$ cat src/hdl/vertex_color_modifier_chain_assert.svh
// Assertion macros shared by the vertex colour modifier chain modules.
`ifndef VERTEX_COLOR_MODIFIER_CHAIN_ASSERT_SVH
`define VERTEX_COLOR_MODIFIER_CHAIN_ASSERT_SVH

// A property that must hold in the same cycle as its antecedent.
`define VCM_ASSERT_NOW(label, ante, cons, msg) \
  label: assert property (@(posedge clk) disable iff (!rst_n) (ante) |-> (cons)) \
    else $error(msg);

// A property whose consequence must hold in the following cycle.
`define VCM_ASSERT_NEXT(label, ante, cons, msg) \
  label: assert property (@(posedge clk) disable iff (!rst_n) (ante) |=> (cons)) \
    else $error(msg);

`endif

$ cat src/hdl/vcm_pkg.sv
// Shared types and constants of the vertex colour modifier chain.
package vcm_pkg;

  // Modifier kind codes.
  localparam logic [3:0] KIND_COLOR_SET   = 4'd0;
  localparam logic [3:0] KIND_ALPHA_SET   = 4'd1;
  localparam logic [3:0] KIND_COLOR_SCALE = 4'd2;
  localparam logic [3:0] KIND_ALPHA_SCALE = 4'd3;
  localparam logic [3:0] KIND_DOT_FIRST   = 4'd4;
  localparam logic [3:0] KIND_DOT_LAST    = 4'd11;

  // Datapath widths of the fixed point factor and the divider.
  localparam int FACTOR_W   = 56;
  localparam int DIVIDEND_W = 55;
  localparam int DIVISOR_W  = 18;
  localparam int STEP_W     = 6;

  localparam logic signed [FACTOR_W-1:0] Q26_ONE  = 56'sd67108864;
  localparam logic signed [64:0]         Q26_HALF = 65'sd33554432;

  // One request as it travels through the queue.
  typedef struct packed {
    logic        is_color;
    logic [2:0]  slot;
    logic [3:0]  kind;
    logic [15:0] mod_x;
    logic [15:0] mod_y;
    logic [15:0] mod_z;
    logic [15:0] range_low;
    logic [15:0] range_high;
    logic [15:0] normal_x;
    logic [15:0] normal_y;
    logic [15:0] normal_z;
    logic [31:0] color_word;
  } item_t;

  // Back end sequencer states.
  typedef enum logic [8:0] {
    ST_IDLE  = 9'b000000001,
    ST_FETCH = 9'b000000010,
    ST_SEL   = 9'b000000100,
    ST_DOT   = 9'b000001000,
    ST_SQR   = 9'b000010000,
    ST_PREP  = 9'b000100000,
    ST_DIV   = 9'b001000000,
    ST_FIN   = 9'b010000000,
    ST_DONE  = 9'b100000000
  } back_state_t;

endpackage

$ cat src/hdl/vcm_front.sv
// Front end: accepts requests, drops loads to absent slots, queues the rest.
module vcm_front import vcm_pkg::*; #(
  parameter int MOD_SLOTS = 8
) (
  input  logic        clk,
  input  logic        rst_n,
  input  logic        start,
  output logic        busy,
  input  item_t       item_i,
  output logic        pop_valid_o,
  output item_t       pop_item_o,
  input  logic        pop_i
);

  localparam int DEPTH = 2;

  item_t       queue_r [DEPTH];
  logic [1:0]  count_r, count_nxt;
  logic        wr_ptr_r, rd_ptr_r;
  logic        accept, keep, push;
  logic [5:0]  slot_wide;

  // Classify: a colour is always kept, a load only if its slot exists.
  assign slot_wide = 6'(item_i.slot);
  assign keep      = item_i.is_color || (slot_wide < 6'(MOD_SLOTS));
  assign busy      = (count_r == 2'(DEPTH));
  assign accept    = start && !busy;
  assign push      = accept && keep;

  assign pop_valid_o = (count_r != 2'd0);
  assign pop_item_o  = queue_r[rd_ptr_r];

  // Occupancy count.
  always_comb begin
    count_nxt = count_r;
    if (push && !pop_i) begin
      count_nxt = count_r + 2'd1;
    end else if (!push && pop_i) begin
      count_nxt = count_r - 2'd1;
    end
  end

  always_ff @(posedge clk) begin
    if (!rst_n) begin
      count_r  <= 2'd0;
      wr_ptr_r <= 1'b0;
      rd_ptr_r <= 1'b0;
    end else begin
      count_r <= count_nxt;
      if (push) begin
        wr_ptr_r <= !wr_ptr_r;
      end
      if (pop_i) begin
        rd_ptr_r <= !rd_ptr_r;
      end
    end
  end

  // Queue storage.
  always_ff @(posedge clk) begin
    if (push) begin
      queue_r[wr_ptr_r] <= item_i;
    end
  end

`include "vertex_color_modifier_chain_assert.svh"

  `VCM_ASSERT_NOW(a_pop_nonempty, pop_i, count_r != 2'd0, "pop from an empty queue")
  `VCM_ASSERT_NEXT(a_push_grows, push && !pop_i, count_r == $past(count_r) + 2'd1, "push lost")
  `VCM_ASSERT_NEXT(a_pop_shrinks, pop_i && !push, count_r == $past(count_r) - 2'd1, "pop lost")

endmodule

$ cat config.mk
export PLATFORM = sky130hd
export DESIGN_NAME = vcm_front
export DESIGN_NICKNAME = d
export VERILOG_FILES = /design/src/hdl/vcm_pkg.sv /design/src/hdl/vcm_front.sv
export VERILOG_INCLUDE_DIRS = /design/src /design/src/hdl
export SDC_FILE = /design/constraint.sdc
export NUM_CORES = 1
export LEC_CHECK = 0
export BUFFER_PORTS_ARGS = -buffer_cell sky130_fd_sc_hd__buf_2
export CELL_PAD_IN_SITES_DETAIL_PLACEMENT = 1
export CELL_PAD_IN_SITES_GLOBAL_PLACEMENT = 1
export CORE_MARGIN = 10
export CORE_UTILIZATION = 48
export CTS_CLUSTER_DIAMETER = 100
export CTS_CLUSTER_SIZE = 8
export DETAILED_ROUTE_END_ITERATION = 10
export PLACE_DENSITY = 0.95
export SLEW_MARGIN = 25
export SYNTH_ARGS = -nofsm -noshare
export SYNTH_HDL_FRONTEND = slang
export SYNTH_SLANG_ARGS = --single-unit
$ cat constraint.sdc
create_clock -name clk -period 21.8 [get_ports clk]
set_clock_uncertainty 0.05 [all_clocks]
set_input_delay 3.27 -clock clk [delete_from_list [all_inputs] [get_ports clk]]
set_output_delay 3.27 -clock clk [all_outputs]
set_load 0.01 [all_outputs]
# After elaboration in Yosys (flattened, before gate mapping)
# Memories as Yosys holds them, arrays and structs flattened. A register that Yosys moved wholly into a read port is not among the register bits.
# Index checks and enable logic that the tools add are counted.
dict set report classes {
  addsub 2
  multipliers 0
  div 0
  magnitude_cmp 1
  n_eq_ne 1
  shifts 0
  n_mux 6
  bitwise 0
  reduce_logical 12
}
# cell count
set op_table {}
lappend op_table {{zero test 1 bit} 5}
lappend op_table {{logical AND 1 bit} 4}
lappend op_table {{< comparator 3 x 4 -> 1 bit (second input constant)} 1}
lappend op_table {{two-way mux 1 bit} 4}
lappend op_table {{two-way mux 2 bit} 2}
lappend op_table {{nonzero test 2 bit} 2}
lappend op_table {{adder 2 x 1 -> 2 bit (second input constant)} 1}
lappend op_table {{equality test 2 bit (second input constant)} 1}
lappend op_table {{subtractor 2 x 1 -> 2 bit (second input constant)} 1}
lappend op_table {{logical OR 1 bit} 1}
dict set report totals {
  reg_bits 4
  latch_bits 0
  ram_bits 336
  mem_bits_ro 0
  inputBits 172
  out_inout_bits 170
  memories 1
}
# memory words word_bits read_ports rd_ports_with_merged_regs wr line_no
set memory_table {}
lappend memory_table {queue_r 2 168 1 1 1 vcm_front.sv:17} ;# item_t queue_r [DEPTH];

# Depth between registers and ports, before layout
dict set report logic_depth {
  depth_word 8
  ltp_mapped 7
  ltp_nobuf 7
}

# Least setup slack after synthesis
# Ideal clock, no wire load.
dict set report synth_path {
  kind {input to register}
  startpoint {in start}
  endpoint {reg wr_ptr_r}
  setup_ps 110
  t_arrival_ps 15454
  required_ps 21640
  path_slack_ps 6186
  cell_stages 3
  path_cell_list {inv_1 -> nor3_1 -> o21a_1}
}
dict set report synth_via {
  elab_chain_cells 2
}
# item line_no
set synth_rtl {}
lappend synth_rtl {{start: declaration} vcm_front.sv:7} ;# input logic start,
lappend synth_rtl {{logical AND 1 bit} vcm_front.sv:27} ;# assign accept = start && !busy;
lappend synth_rtl {{logical AND 1 bit} vcm_front.sv:28} ;# assign push = accept && keep;
lappend synth_rtl {{end signal: assignment} vcm_front.sv:51} ;# wr_ptr_r <= !wr_ptr_r;
lappend synth_rtl {{end: declaration} vcm_front.sv:19} ;# logic wr_ptr_r, rd_ptr_r;
# No other way between the ends.
# A chain may end at the register's enable or synchronous reset.

==> summary.md <==
| Metric | Value |
|---|---|
| Status | finished clean |
| Setup violators final | 0 |
| # resized after CTS | 0 |
| Initial antenna violation count | 13 |
| First-pass GRT wire length | 48450 µm |
| Worst path required time | 18480 ps |
| Max cap viols | 0 |
| Max Clk Rate | 165.4 MHz |
| Largest net degree at the start of global routing | 170 |
| Clk_lat worst skew | 530 ps |
| Vias in the first global route | 7636 |
| TritonCTS buffer count | 48 |
| Peak VDD IR | 0.00008524 V |
| Synthesized net count | 721 |
| Via density per instance | 5.189 |
| Core footprint | 26130 µm² |
| GPL Wtd Cong | 0.7896 |
| Register area share after synthesis | 79.73% |
| First-pass DRT Iterations | 4 |
| Die ar. | 33550 µm² |
| Cells along the critical path | buf_4, buf_16, mux2_2, buf_2 |
| Tot GR Track Use | 19.14% |
| Synth top area share | 78.95% |
| TritonCTS Sinks | 341 |
| Setup TNS | 0 ps |
| DRC Markers | 0 |
| Synth top area cells | edfxtp_1, mux2_4, mux2_2, buf_6, dfxtp_1 |
| Avg Synthesized Cell Area | 23.32 µm² |
| Period utilization | 27.74% |
| Share of layout cells above drive strength 1 | 60.30% |
| Postcts setup bufs | 0 |
| CTS Hold Bufs | 0 |
| Worst-path fanout max | 46 |
| Die Width | 183.2 µm |
| Vias | 6694 |
| Die Y | 183.2 µm |
| Clock-pin slew on the worst setup and hold paths | 50 ps |
| Worst R2R Setup Slack | 19510 ps |
| Pwr Density | 106.5 nW/µm² |
| Hpwl dp | 22420 µm |
| Starting density of the core | 48.90% |
| Rel. slew slack | 32.63% |
| H-tree Lvls | 2 |
| Setup Crit Path Kind | flop to output port |
| Final Hold Fails | 0 |
| Post-layout min period | 6047 ps |
| Ys Warns | 0 |
| Mapped Cells | 548 |
| Synth Cell Area | 12780 µm² |
| P&R area growth vs syn | 26.41% |
| Delay-heaviest family, CP | buffers and inverters |
| Crit path DAT | 2730 ps |
| RSZ-0062 raised after global routing | no |
| DR WL/cell | 26.02 µm |
| Crit end category | output port |
| Startpoint Class | flop |
| CTS tree | done |
| Fill count | 2307 |
| Post-Route Utilization | 61.82% |
| Layout net count | 1099 |
| Row count | 59 |
| # port buffers | 341 |
| Leak pwr | 0.006282 µW |
| Post-synth top area cell | edfxtp_1 |
| Total chip power | 1721 µW |
| Post-synthesis cell type count | 20 |
| Routed wire length | 33560 µm |
| Crit path max-delay cell type | dfxtp_4 |
| Slew @ Worst Pin | 1011 ps |
| Hold/Removal Path Class | flop to flop |
| Total gr overflow | 0 |
| Seq cells post-synth | 341 |
| Final max-slew violation count | 0 |
| I/O pins | 342 |
| CP max stage delay | 800 ps |
| Buffers & Inverters on Critical Path | 3 |
| Routed Antenna Nets | 0 |
| Initial drt markers | 348 |
| Root Driver | clkbuf_16 |
| Max clock buf depth | 3 |
Yosys cell counts:
| cell | count |
|---|---|
| a21boi_0 | 2 |
| and2_1 | 3 |
| and3_1 | 1 |
| buf_2 | 4 |
| buf_6 | 15 |
| dfxtp_1 | 5 |
| edfxtp_1 | 336 |
| ha_1 | 1 |
| inv_1 | 3 |
| mux2_2 | 67 |
| mux2_4 | 101 |
| nand2b_1 | 1 |
| nor2_1 | 1 |
| nor3_1 | 1 |
| o21a_1 | 1 |
| o21ai_0 | 1 |
| or2_2 | 1 |
| or3_1 | 1 |
| xnor2_1 | 1 |
| xor2_1 | 2 |
flip-flops by register name (all words and copies together) (netlist names), named ones only:
name and cells:
rd_ptr_r 1, queue_r 336, wr_ptr_r 1, count_r 2
power by group:
group	total, µW	internal [µW]	switching [µW]
Clock	664	406	259
Sequential	823	799	24.0
Combinational	233	107	126
cells by family (layout without fill, tap and decap cells):
group	after synthesis	in the layout	synth area share, %
flops	341	341	79.73
mux	168	168	17.77
buf+inv	22	421	1.566
simple gates	9	9	0.4113
compound gates	4	4	0.2153
xor+xnor	3	3	0.2056
fa+ha+maj	1	1	0.09789
other cells	0	8	0
final timing paths:
path	from	end	depth (start not counted)
hold / removal	count_r[1]	count_r[1]	2
setup reg to reg	count_r[0]	queue_r[1][121]	3
setup / recovery	flop	pop_item_o[141]	4
hold reg to reg	count_r[1]	count_r[1]	2
stage by stage:
step	setup WS (ps)	hold WS [ps]	instances	area, µm²
floorplan	6186	422.8	548	12780
global placement	16170	437.7	1210	14780
detailed placement	16140	472.1	1210	14780
CTS	15550	479.4	1281	16100
global route	15640	531.0	1289	16150
finish	15750	478.2	1290	16160
cells in the final DEF (no fill, tap or decap), types with 2 or more instances in the layout:
cell,synthesis,final
a21boi_0,2,2
and2_1,3,3
buf_2,4,341
buf_4,0,2
buf_6,15,2
clkbuf_1,0,19
clkbuf_16,0,49
dfxtp_1,5,4
diode_2,0,8
edfxtp_1,336,336
inv_1,3,3
inv_6,0,2
mux2_2,67,67
mux2_4,101,101
xor2_1,2,2
metal layers:
layer  GRT usage [%]  routed length [µm]  vias to the layer above
li1                -                   -                     2943
met1           18.48               11050                     3355
met2           35.38               18350                      298
met3           7.470                2919                       88
met4           8.230                1170                       10
met5               0                  65                        -
worst register-to-register path, stage by stage (launching register included):
cell and delay, ps:
dfxtp_1 400, nand2b_1 170, and3_4 440, buf_4 780
cell type report:
cell class	count	area [µm²]	area share, %
clock inverters	3	22.52	0.1394
clock buffers	68	1297	8.031
flip-flops and latches	341	10190	63.10
well taps	335	419.2	2.594
diodes	8	20.02	0.1239
inverters	3	11.26	0.06970
repair buffers	347	1792	11.09
multi-input cells	185	2400	14.85
No activity file was read; power rests on OpenSTA's default activity.
